File: src/rtl/core/point_bounds_and_normalize_unit_assert.svh
// Assertion macros shared by the point bounds and normalize unit.
`ifndef POINT_BOUNDS_AND_NORMALIZE_UNIT_ASSERT_SVH
`define POINT_BOUNDS_AND_NORMALIZE_UNIT_ASSERT_SVH

// Same-cycle implication, checked on every rising edge outside reset.
`define PBN_ASSERT_IMPL(lbl, ante, cons, msg) \
  lbl: assert property (@(posedge clk_i) disable iff (!rst_ni) (ante) |-> (cons)) \
    else $error(msg);

// Next-cycle implication, checked on every rising edge outside reset.
`define PBN_ASSERT_NEXT(lbl, ante, cons, msg) \
  lbl: assert property (@(posedge clk_i) disable iff (!rst_ni) (ante) |=> (cons)) \
    else $error(msg);

`endif

File: src/rtl/core/pbn_pkg.sv
// Package: types, constants and state codes of the point bounds and normalize unit.
`timescale 1ns / 1ps
package pbn_pkg;

  localparam int DEF_INDEX_BITS = 16;
  localparam int COORD_BITS     = 32;
  localparam int SCALE_BITS     = 16;
  localparam int PEAK_BITS      = 16;
  localparam int NUM_AXES       = 3;
  localparam int AXIS_BITS      = 2;
  localparam int DIV_BITS       = 32;
  localparam int DIV_CNT_BITS   = $clog2(DIV_BITS + 1);
  localparam int PROD_BITS      = COORD_BITS + SCALE_BITS;

  localparam logic [SCALE_BITS-1:0] SCALE_RESET = SCALE_BITS'(1);

  typedef logic [COORD_BITS-1:0] coord_t;
  typedef coord_t [NUM_AXES-1:0] coord_vec_t;

  typedef enum logic {
    KIND_OBSERVE   = 1'b0,
    KIND_NORMALIZE = 1'b1
  } kind_e;

  typedef enum logic [2:0] {
    ST_IDLE,
    ST_OBSERVE,
    ST_PREP,
    ST_MUL,
    ST_DIV,
    ST_EMIT
  } state_e;

  typedef struct packed {
    logic                   kind;
    logic                   starts_cloud;
    logic signed [31:0]     coord_x;
    logic signed [31:0]     coord_y;
    logic signed [31:0]     coord_z;
  } in_beat_t;

  typedef struct packed {
    logic [31:0]        norm_x;
    logic [31:0]        norm_y;
    logic [31:0]        norm_z;
    logic signed [31:0] min_x;
    logic signed [31:0] min_y;
    logic signed [31:0] min_z;
    logic signed [31:0] max_x;
    logic signed [31:0] max_y;
    logic signed [31:0] max_z;
    logic [15:0]        peak_x_index;
    logic [15:0]        peak_y_index;
    logic [15:0]        peak_z_index;
  } out_beat_t;

endpackage

File: src/rtl/core/pbn_divider.sv
// Bit-serial restoring divider: one quotient bit per cycle.
`timescale 1ns / 1ps
module pbn_divider (
  input  logic                              clk_i,
  input  logic                              rst_ni,
  input  logic                              start_i,
  input  logic [pbn_pkg::DIV_BITS-1:0]      num_hi_i,
  input  logic [pbn_pkg::DIV_BITS-1:0]      num_lo_i,
  input  logic [pbn_pkg::DIV_BITS-1:0]      divisor_i,
  output logic                              done_o,
  output logic [pbn_pkg::DIV_BITS-1:0]      quotient_o
);

  localparam int W  = pbn_pkg::DIV_BITS;
  localparam int CW = pbn_pkg::DIV_CNT_BITS;

  logic [W-1:0]  rem_q, rem_d;
  logic [W-1:0]  sh_q, sh_d;
  logic [W-1:0]  div_q, div_d;
  logic [CW-1:0] cnt_q, cnt_d;
  logic          busy_q, busy_d;
  logic          done_q, done_d;

  logic [W:0]    trial;
  logic [W:0]    diff;
  logic          ge;

  // Bring the next dividend bit down, subtract if it fits.
  assign trial = {rem_q, sh_q[W-1]};
  assign diff  = trial - {1'b0, div_q};
  assign ge    = (trial >= {1'b0, div_q});

  always_comb begin
    rem_d  = rem_q;
    sh_d   = sh_q;
    div_d  = div_q;
    cnt_d  = cnt_q;
    busy_d = busy_q;
    done_d = 1'b0;
    if (start_i) begin
      rem_d  = num_hi_i;
      sh_d   = num_lo_i;
      div_d  = divisor_i;
      cnt_d  = '0;
      busy_d = 1'b1;
    end else if (busy_q) begin
      rem_d = ge ? diff[W-1:0] : trial[W-1:0];
      sh_d  = {sh_q[W-2:0], ge};
      cnt_d = cnt_q + CW'(1);
      if (cnt_q == CW'(W - 1)) begin
        busy_d = 1'b0;
        done_d = 1'b1;
      end
    end
  end

  always_ff @(posedge clk_i or negedge rst_ni) begin
    if (!rst_ni) begin
      busy_q <= 1'b0;
      done_q <= 1'b0;
      cnt_q  <= '0;
    end else begin
      busy_q <= busy_d;
      done_q <= done_d;
      cnt_q  <= cnt_d;
    end
  end

  always_ff @(posedge clk_i) begin
    rem_q <= rem_d;
    sh_q  <= sh_d;
    div_q <= div_d;
  end

  assign done_o     = done_q;
  assign quotient_o = sh_q;

endmodule

File: src/rtl/core/pbn_tracker.sv
// Per-axis bounds tracker: running min, max, peak index and point count.
`timescale 1ns / 1ps
module pbn_tracker #(
  parameter int INDEX_BITS = pbn_pkg::DEF_INDEX_BITS
) (
  input  logic                                         clk_i,
  input  logic                                         rst_ni,
  input  logic                                         obs_i,
  input  logic                                         restart_i,
  input  pbn_pkg::coord_vec_t                          point_i,
  output pbn_pkg::coord_vec_t                          lo_o,
  output pbn_pkg::coord_vec_t                          hi_o,
  output logic [pbn_pkg::NUM_AXES-1:0][INDEX_BITS-1:0] top_o,
  output logic                                         valid_o
);

  localparam int NA = pbn_pkg::NUM_AXES;

  pbn_pkg::coord_vec_t               lo_q, lo_d, hi_q, hi_d;
  logic [NA-1:0][INDEX_BITS-1:0]     top_q, top_d;
  logic [INDEX_BITS-1:0]             count_q, count_d;
  logic                              valid_q, valid_d;

  always_comb begin
    lo_d    = lo_q;
    hi_d    = hi_q;
    top_d   = top_q;
    count_d = count_q;
    valid_d = valid_q;
    if (obs_i) begin
      if (restart_i || !valid_q) begin
        // First point of a cloud defines every bound.
        lo_d    = point_i;
        hi_d    = point_i;
        top_d   = '0;
        count_d = INDEX_BITS'(1);
        valid_d = 1'b1;
      end else begin
        for (int a = 0; a < NA; a++) begin
          if ($signed(point_i[a]) < $signed(lo_q[a])) lo_d[a] = point_i[a];
          // Strict compare: the earliest point keeps the peak on a tie.
          if ($signed(point_i[a]) > $signed(hi_q[a])) begin
            hi_d[a]  = point_i[a];
            top_d[a] = count_q;
          end
        end
        count_d = count_q + INDEX_BITS'(1);
      end
    end
  end

  always_ff @(posedge clk_i or negedge rst_ni) begin
    if (!rst_ni) begin
      lo_q    <= '0;
      hi_q    <= '0;
      top_q   <= '0;
      count_q <= '0;
      valid_q <= 1'b0;
    end else begin
      lo_q    <= lo_d;
      hi_q    <= hi_d;
      top_q   <= top_d;
      count_q <= count_d;
      valid_q <= valid_d;
    end
  end

  assign lo_o    = lo_q;
  assign hi_o    = hi_q;
  assign top_o   = top_q;
  assign valid_o = valid_q;

endmodule

File: src/rtl/core/point_bounds_and_normalize_unit.sv
// Top level of the point bounds and normalize unit.
`timescale 1ns / 1ps
// Tracks per-axis bounds of 3D points in signed Q16.16 and maps points into
// unsigned Q16.16 over 0..scale_factor. An observe beat (kind 0) updates the
// running min, max and first-peak index of each axis; starts_cloud restarts
// tracking at that point as index 0. A normalize beat (kind 1) returns
// (v - min) * scale / (max - min) per axis, truncated, saturated to
// 0..scale << 16, and 0 on a flat axis or before any point. Every beat
// returns one result carrying the bounds after it. One item is in work at a
// time. An observe beat passes through the observe and emit states. A
// normalize beat passes through prep for each axis, and through mul and div
// as well for each axis that needs a division, before emit; the division
// uses the single bit-serial divider, shared by the three axes, which yields
// one quotient bit a cycle for 32 bits. The result becomes valid as the unit
// returns to idle. It sits in an output register, so the next beat is
// accepted while a finished result still waits; emit holds while that result
// is stalled. scale_factor is to be written through cfg_* only while the
// unit is idle; the unit itself does not enforce this.
module point_bounds_and_normalize_unit #(
  parameter int INDEX_BITS = pbn_pkg::DEF_INDEX_BITS
) (
  input  logic                              clk_i,
  input  logic                              rst_ni,
  // configuration write
  input  logic                              cfg_valid_i,
  output logic                              cfg_ready_o,
  input  logic [pbn_pkg::SCALE_BITS-1:0]    cfg_data_i,
  // point beats in
  input  logic                              in_valid_i,
  output logic                              in_stall_o,
  input  pbn_pkg::in_beat_t                 in_beat_i,
  // result beats out
  output logic                              out_valid_o,
  input  logic                              out_stall_i,
  output pbn_pkg::out_beat_t                out_beat_o
);

  localparam int NA        = pbn_pkg::NUM_AXES;
  localparam int AB        = pbn_pkg::AXIS_BITS;
  localparam int CB        = pbn_pkg::COORD_BITS;
  localparam int SB        = pbn_pkg::SCALE_BITS;
  localparam int PB        = pbn_pkg::PROD_BITS;
  localparam int DB        = pbn_pkg::DIV_BITS;
  localparam int PeakBits  = pbn_pkg::PEAK_BITS;
  localparam int FracBits  = CB - SB;

  pbn_pkg::state_e                 state_q, state_d;
  logic [AB-1:0]                   axis_q, axis_d;
  pbn_pkg::in_beat_t               item_q, item_d;
  pbn_pkg::coord_vec_t             norm_q, norm_d;
  logic [CB-1:0]                   dist_q, dist_d;
  logic [CB-1:0]                   range_q, range_d;
  logic [SB-1:0]                   scale_q;
  pbn_pkg::out_beat_t              out_q, out_d;
  logic                            out_valid_q;

  logic                            in_accept;
  logic                            out_load;
  logic                            obs_en;
  logic                            div_start;
  logic                            div_done;
  logic [DB-1:0]                   quotient;
  logic [PB-1:0]                   prod;

  pbn_pkg::coord_vec_t             point;
  pbn_pkg::coord_vec_t             lo, hi;
  logic [NA-1:0][INDEX_BITS-1:0]   top;
  logic                            bounds_valid;

  logic [CB-1:0]                   v_sel, lo_sel, hi_sel;
  logic [CB:0]                     dist_w, range_w;
  logic                            flat_or_empty;
  logic                            at_or_below;
  logic                            saturate;
  logic [CB-1:0]                   full_scale;

  // --------------------------------------------------------------------
  // Configuration: the single register, always ready.
  // --------------------------------------------------------------------
  assign cfg_ready_o = 1'b1;

  always_ff @(posedge clk_i or negedge rst_ni) begin
    if (!rst_ni) begin
      scale_q <= pbn_pkg::SCALE_RESET;
    end else if (cfg_valid_i && cfg_ready_o) begin
      scale_q <= cfg_data_i;
    end
  end

  assign full_scale = {scale_q, FracBits'(0)};

  // --------------------------------------------------------------------
  // Bounds tracker.
  // --------------------------------------------------------------------
  assign point[0] = item_q.coord_x;
  assign point[1] = item_q.coord_y;
  assign point[2] = item_q.coord_z;

  pbn_tracker #(
    .INDEX_BITS (INDEX_BITS)
  ) u_tracker (
    .clk_i     (clk_i),
    .rst_ni    (rst_ni),
    .obs_i     (obs_en),
    .restart_i (item_q.starts_cloud),
    .point_i   (point),
    .lo_o      (lo),
    .hi_o      (hi),
    .top_o     (top),
    .valid_o   (bounds_valid)
  );

  // --------------------------------------------------------------------
  // Per-axis preparation: pick the axis, form distance and range, and
  // sort out the cases that need no division.
  // --------------------------------------------------------------------
  always_comb begin
    case (axis_q)
      AB'(0):  begin v_sel = point[0]; lo_sel = lo[0]; hi_sel = hi[0]; end
      AB'(1):  begin v_sel = point[1]; lo_sel = lo[1]; hi_sel = hi[1]; end
      default: begin v_sel = point[2]; lo_sel = lo[2]; hi_sel = hi[2]; end
    endcase
  end

  assign dist_w  = {v_sel[CB-1], v_sel} - {lo_sel[CB-1], lo_sel};
  assign range_w = {hi_sel[CB-1], hi_sel} - {lo_sel[CB-1], lo_sel};

  // Flat axis, inverted bounds or no point yet: zero.
  assign flat_or_empty = !bounds_valid || range_w[CB] || (range_w == '0);
  // Coordinate at or below the minimum: zero.
  assign at_or_below   = dist_w[CB] || (dist_w == '0);
  // Coordinate at or above the maximum: full scale.
  assign saturate      = ($signed(dist_w) >= $signed(range_w));

  // Multiplier feeds the divider registers directly: dist * scale, then
  // the << 16 falls out of where the product bits are placed.
  assign prod = PB'(dist_q) * PB'(scale_q);

  pbn_divider u_divider (
    .clk_i      (clk_i),
    .rst_ni     (rst_ni),
    .start_i    (div_start),
    .num_hi_i   (prod[PB-1:PB-DB]),
    .num_lo_i   ({prod[PB-DB-1:0], (2*DB-PB)'(0)}),
    .divisor_i  (range_q),
    .done_o     (div_done),
    .quotient_o (quotient)
  );

  // --------------------------------------------------------------------
  // Sequencer.
  // --------------------------------------------------------------------
  assign in_accept = in_valid_i && !in_stall_o;

  always_comb begin
    state_d    = state_q;
    axis_d     = axis_q;
    item_d     = item_q;
    norm_d     = norm_q;
    dist_d     = dist_q;
    range_d    = range_q;
    in_stall_o = 1'b1;
    obs_en     = 1'b0;
    div_start  = 1'b0;
    out_load   = 1'b0;

    unique case (state_q)
      pbn_pkg::ST_IDLE: begin
        in_stall_o = 1'b0;
        if (in_valid_i) begin
          item_d = in_beat_i;
          norm_d = '0;
          axis_d = '0;
          state_d = (in_beat_i.kind == pbn_pkg::KIND_NORMALIZE) ?
                    pbn_pkg::ST_PREP : pbn_pkg::ST_OBSERVE;
        end
      end

      pbn_pkg::ST_OBSERVE: begin
        obs_en  = 1'b1;
        state_d = pbn_pkg::ST_EMIT;
      end

      pbn_pkg::ST_PREP: begin
        if (flat_or_empty || at_or_below || saturate) begin
          norm_d[axis_q] = (flat_or_empty || at_or_below) ? '0 : full_scale;
          if (axis_q == AB'(NA - 1)) begin
            state_d = pbn_pkg::ST_EMIT;
          end else begin
            axis_d = axis_q + AB'(1);
          end
        end else begin
          dist_d  = dist_w[CB-1:0];
          range_d = range_w[CB-1:0];
          state_d = pbn_pkg::ST_MUL;
        end
      end

      pbn_pkg::ST_MUL: begin
        div_start = 1'b1;
        state_d   = pbn_pkg::ST_DIV;
      end

      pbn_pkg::ST_DIV: begin
        if (div_done) begin
          norm_d[axis_q] = quotient;
          if (axis_q == AB'(NA - 1)) begin
            state_d = pbn_pkg::ST_EMIT;
          end else begin
            axis_d  = axis_q + AB'(1);
            state_d = pbn_pkg::ST_PREP;
          end
        end
      end

      pbn_pkg::ST_EMIT: begin
        // Hold until the output register is free or drains this cycle.
        if (!out_valid_q || !out_stall_i) begin
          out_load = 1'b1;
          state_d  = pbn_pkg::ST_IDLE;
        end
      end

      default: begin
        state_d = pbn_pkg::ST_IDLE;
      end
    endcase
  end

  always_ff @(posedge clk_i or negedge rst_ni) begin
    if (!rst_ni) begin
      state_q <= pbn_pkg::ST_IDLE;
      axis_q  <= '0;
    end else begin
      state_q <= state_d;
      axis_q  <= axis_d;
    end
  end

  always_ff @(posedge clk_i) begin
    item_q  <= item_d;
    norm_q  <= norm_d;
    dist_q  <= dist_d;
    range_q <= range_d;
  end

  // --------------------------------------------------------------------
  // Output register.
  // --------------------------------------------------------------------
  always_comb begin
    out_d              = out_q;
    out_d.norm_x       = norm_q[0];
    out_d.norm_y       = norm_q[1];
    out_d.norm_z       = norm_q[2];
    out_d.min_x        = lo[0];
    out_d.min_y        = lo[1];
    out_d.min_z        = lo[2];
    out_d.max_x        = hi[0];
    out_d.max_y        = hi[1];
    out_d.max_z        = hi[2];
    out_d.peak_x_index = PeakBits'(top[0]);
    out_d.peak_y_index = PeakBits'(top[1]);
    out_d.peak_z_index = PeakBits'(top[2]);
  end

  always_ff @(posedge clk_i or negedge rst_ni) begin
    if (!rst_ni) begin
      out_valid_q <= 1'b0;
    end else if (out_load) begin
      out_valid_q <= 1'b1;
    end else if (!out_stall_i) begin
      out_valid_q <= 1'b0;
    end
  end

  always_ff @(posedge clk_i) begin
    if (out_load) begin
      out_q <= out_d;
    end
  end

  assign out_valid_o = out_valid_q;
  assign out_beat_o  = out_q;

  // --------------------------------------------------------------------
  // Assertions.
  // --------------------------------------------------------------------
`include "point_bounds_and_normalize_unit_assert.svh"

  `PBN_ASSERT_IMPL(a_load_from_emit, $rose(out_valid_q), $past(state_q) == pbn_pkg::ST_EMIT, "result loaded outside emit")
  `PBN_ASSERT_IMPL(a_div_done_in_div, div_done, state_q == pbn_pkg::ST_DIV, "divider finished while not awaited")
  `PBN_ASSERT_IMPL(a_norm_in_range, out_valid_q, (out_q.norm_x <= full_scale) && (out_q.norm_y <= full_scale) && (out_q.norm_z <= full_scale), "normalized value above full scale")
  `PBN_ASSERT_IMPL(a_bounds_ordered, bounds_valid, ($signed(lo[0]) <= $signed(hi[0])) && ($signed(lo[1]) <= $signed(hi[1])) && ($signed(lo[2]) <= $signed(hi[2])), "tracked minimum above maximum")
  `PBN_ASSERT_NEXT(a_busy_after_accept, in_accept, state_q != pbn_pkg::ST_IDLE, "accepted beat not taken into work")

endmodule
File: config.mk
export PLATFORM = sky130hd
export DESIGN_NAME = point_bounds_and_normalize_unit
export DESIGN_NICKNAME = d
export VERILOG_FILES = /design/src/rtl/core/pbn_pkg.sv /design/src/rtl/core/pbn_divider.sv /design/src/rtl/core/pbn_tracker.sv /design/src/rtl/core/point_bounds_and_normalize_unit.sv
export VERILOG_INCLUDE_DIRS = /design/src /design/src/rtl/core
export SDC_FILE = /design/constraint.sdc
export NUM_CORES = 2
export LEC_CHECK = 0
export BUFFER_PORTS_ARGS = -buffer_cell sky130_fd_sc_hd__buf_2
export CORE_MARGIN = 2
export CORE_UTILIZATION = 36
export CTS_CLUSTER_SIZE = 40
export DETAILED_ROUTE_END_ITERATION = 7
export PLACE_DENSITY = 0.62
export SLEW_MARGIN = 20
export SYNTH_ARGS = -nofsm -noshare
export SYNTH_HDL_FRONTEND = slang
export SYNTH_HIERARCHICAL = 1
export SYNTH_SLANG_ARGS = --single-unit
File: constraint.sdc
create_clock -name clk_i -period 25.1 [get_ports clk_i]
set_input_delay 7.53 -clock clk_i [delete_from_list [all_inputs] [get_ports clk_i]]
set_output_delay 7.53 -clock clk_i [all_outputs]
set_load 0.005 [all_outputs]
==> run summary <==
Leaving out fill and tap cells, the most frequent cells in the layout are sky130_fd_sc_hd__inv_1, sky130_fd_sc_hd__edfxtp_1, sky130_fd_sc_hd__nand2_1, sky130_fd_sc_hd__buf_2, sky130_fd_sc_hd__ha_1. Endpoint of the worst-slack reg-to-reg timing path: norm_q[79]. The kind of end point of the critical path is a flip-flop. In this run the cell area of the synthesized design comes to 65300 sq um. The final layout contains routed wiring with a total length of 196000 um.

At the worst endpoint, the required time is 25.39 ns. Buffers inserted during clock tree synthesis total 102. The most common library cell in the layout ignoring fill and taps is sky130_fd_sc_hd__inv_1.

After layout, the minimum clock period comes to 10.67 ns. The hold violation total from the final report came out at 0. Most frequently used flop master after synthesis: sky130_fd_sc_hd__edfxtp_1. For this run, design rule violations remaining after detail routing come to 0.

For this run, the total global-route usage over all layers was measured as 20.9%. The count of endpoints failing setup in the final report is 0, and the upper clock frequency limit is 93.7 MHz. Sequential elements use 42.7% of the synthesized area.

The clock sink total was 976. The cell chosen for the clock root is sky130_fd_sc_hd__clkbuf_16. The worst setup path is of the in -> reg kind. The setup slack on the worst flop-to-flop path is 15.53 ns.

In this run, the number of DRC markers left after iteration 0 of detailed routing was 3632. The startpoint identified for the worst register-to-register timing path is axis_q[0]. The run gives 0 as the count of nets left with antenna violations after detail routing. The run gives 0 as the max-cap violation count.

Detailed placement ended at an HPWL of 150000 um. In the final layout, the share of cells above drive strength 1 is 13.8%. From left edge to right edge, the die measures 430 um. The final RePlAce weighted congestion was 0.945; the maximum fanout along the worst path was 139. In this run the worst setup path terminates at out_beat_o[194]. From synthesis to final layout, the design area changed by 12.8%.

Pin count of the biggest net entering global routing: 140. Dividing the detail-routed wire length by the instance count gives 22.5 um. Across the routed clock network, the largest skew measured is 0.0874 ns. For the residual overflow from global routing, the log shows 0. The die covers 185000 sq um. During synthesis, Yosys emitted a total of 6 warnings. In this run the worst setup path begins at out_stall_i. At the worst endpoint, the arrival time is 10.96 ns. Counting flops with a built-in enable in the synthesized netlist gives 689. The initial antenna violation count was 16; the maximum resistive drop on vdd was 0.143 mV. The tools report the static leakage as 0.0304 uW. After detailed routing, the met3 layer carries 10500 um of wire.

Launching element type of the critical path: a primary input. The netlist uses 105 different library cells. For the worst-skew pair, the clock arrives at the later sink with an insertion delay of 0.76 ns.

CTS built an H-tree with a depth of 3. The run gives 0 as the number of pins exceeding their max-slew limit in the final report. The share of the clock period used by the worst path after layout was 42.5%. The run finished with clean final reports.

TritonCTS built the clock tree. Before CTS, the worst setup slack after placement is 13.73 ns. The wire length the detailed router placed on met1 is 81600 um, and the per-instance average area after synthesis is 11.1 sq um. The via count of the first global-routing pass is 47523, and the flip-flop and latch count after synthesis is 976. Setup repair after global routing left no endpoint under its margin. For the final routed database, the setup TNS stands at 0 ns.

The cell count after synthesis came out at 5901. Across all hold checks on the routed design, the worst slack comes to 0.400 ns. Dividing the detail-routed via count by the number of cells gives 5.32. The initial standard-cell utilization of the core came out at 36.2%. The uppermost layer routed is met5. Before antenna repair, the detailed router went through 6 iterations. The post-cts gate resize count came out at 0. The measured slew at the worst slew-check pin works out to 1.12 ns.

Wire segments on met2 add up to 94600 um in the final route. Dividing total power by cell area gives a power density of 88.1 nW/um^2. The number of buffers on the longest clock path was 3; the core box area was 181000 sq um. The number of nets in the layout was 7223.

The worst-case setup margin in the final layout is 14.43 ns, and the count of input and output buffers is 456. The worst pin sits at a relative slew slack of 24.9%. For this run, asynchronously set or reset flops after synthesis account for 29.4%.

The first-pass GRT wire length is 297000 um, and the total via count in the routed design is 46336. Measured in cells, the most critical reg-to-reg path has a length of 30. The floorplan has 156 rows. The number of ports placed on the die boundary was 458; the clock slew seen by the registers of the worst setup and hold paths was 0.06 ns. The floorplan step set the die height to 430 um. Class of the worst hold path: reg -> reg. Once the clock tree was built, the setup fixing pass inserted 0 buffers. For this design, the CTS-stage hold fixing added 0 buffers.
-- critical path, cell delays in order --
cell                      delay, ns
sky130_fd_sc_hd__buf_2         0.12
sky130_fd_sc_hd__a21oi_4       0.13
sky130_fd_sc_hd__buf_4         0.59
sky130_fd_sc_hd__buf_4         0.90
sky130_fd_sc_hd__buf_12        0.60
sky130_fd_sc_hd__buf_4         0.80
-- metal layers --
layer	up-vias	global-route usage [%]
met5	-	0
met2	1490	35.1
met1	23323	27.0
met4	12	8.95
li1	21146	-
met3	365	2.99
-- cell families after synthesis --
logic type / Yosys count / share of synthesized area (%)
multiplexers: 293 / 5.28
other: 2 / 0.0115
flip-flops: 976 / 42.7
adder cells (fa/ha/maj): 864 / 21.4
AND/OR/NAND/NOR: 1412 / 10.6
buffers and inverters: 1087 / 6.48
XOR/XNOR: 139 / 1.86
AO/OA/AOI/OAI: 1128 / 11.7
-- per-stage QoR --
stage	std cells	util (%)	total power, uW	cell area (sq um)
6_report	8705	40.8	6490	73600
5_1_grt	8703	40.8	7010	73600
4_1_cts	8700	40.8	6540	73600
3_5_place_dp	8507	38.8	4880	70000
3_3_place_gp	8507	38.8	4840	70000
2_1_floorplan	5916	-	4100	65400
-- synthesized netlist by cell type (125+ instances only) --
library cell	count	area, sq um
sky130_fd_sc_hd__inv_1	791	2970
sky130_fd_sc_hd__edfxtp_1	689	20700
sky130_fd_sc_hd__nand2_1	626	2350
sky130_fd_sc_hd__ha_1	442	5530
sky130_fd_sc_hd__fa_1	421	8430
sky130_fd_sc_hd__a21oi_1	357	1790
sky130_fd_sc_hd__dfrtp_1	286	7160
sky130_fd_sc_hd__clkbuf_1	231	867
sky130_fd_sc_hd__and2_1	185	1160
sky130_fd_sc_hd__o21ai_0	171	856
sky130_fd_sc_hd__nor2_1	128	480
sky130_fd_sc_hd__a21o_1	126	946
sky130_fd_sc_hd__mux2_1	125	1410
-- area by class of cell --
cell class                      instances  area, sq um
Clock inverter                         65          871
Fill cell                           17227       107000
Clock buffer                          128         2760
Inverter                              791         2970
Sequential cell                       976        27900
Timing Repair Buffer                  517         2760
Antenna cell                            5         12.5
Multi-Input combinational cell       3853        33400
Tap cell                             2370         2970
-- sequential cells by signal (all words and copies together) (netlist names), 32 cells and up --
signal                count
out_beat_o              336
item_q                   97
norm_q                   96
u_tracker/hi_o           96
u_tracker/lo_o           96
u_tracker/top_o          48
dist_q                   32
range_q                  32
u_divider/div_q          32
u_divider/quotient_o     32
u_divider/rem_q          32
-- worst min path at each step --
stage	startpoint	endpoint	slack [ns]	cells after the start
floorplan	range_q[0]	u_divider/div_q[0]	0.40	0
global placement	range_q[10]	u_divider/div_q[10]	0.40	0
detailed placement	range_q[16]	u_divider/div_q[16]	0.40	0
CTS	range_q[2]	u_divider/div_q[2]	0.40	0
global route	range_q[16]	u_divider/div_q[16]	0.42	0
finish	range_q[2]	u_divider/div_q[2]	0.40	0
-- power by group --
part | switching [uW] | internal (uW) | leakage (uW)
clock | 685 | 930 | 0.00174
sequential | 3.08 | 1710 | 0.00938
combinational | 1830 | 1330 | 0.0193
total | 2520 | 3970 | 0.0304
No activity file was read; power rests on OpenSTA's default activity.
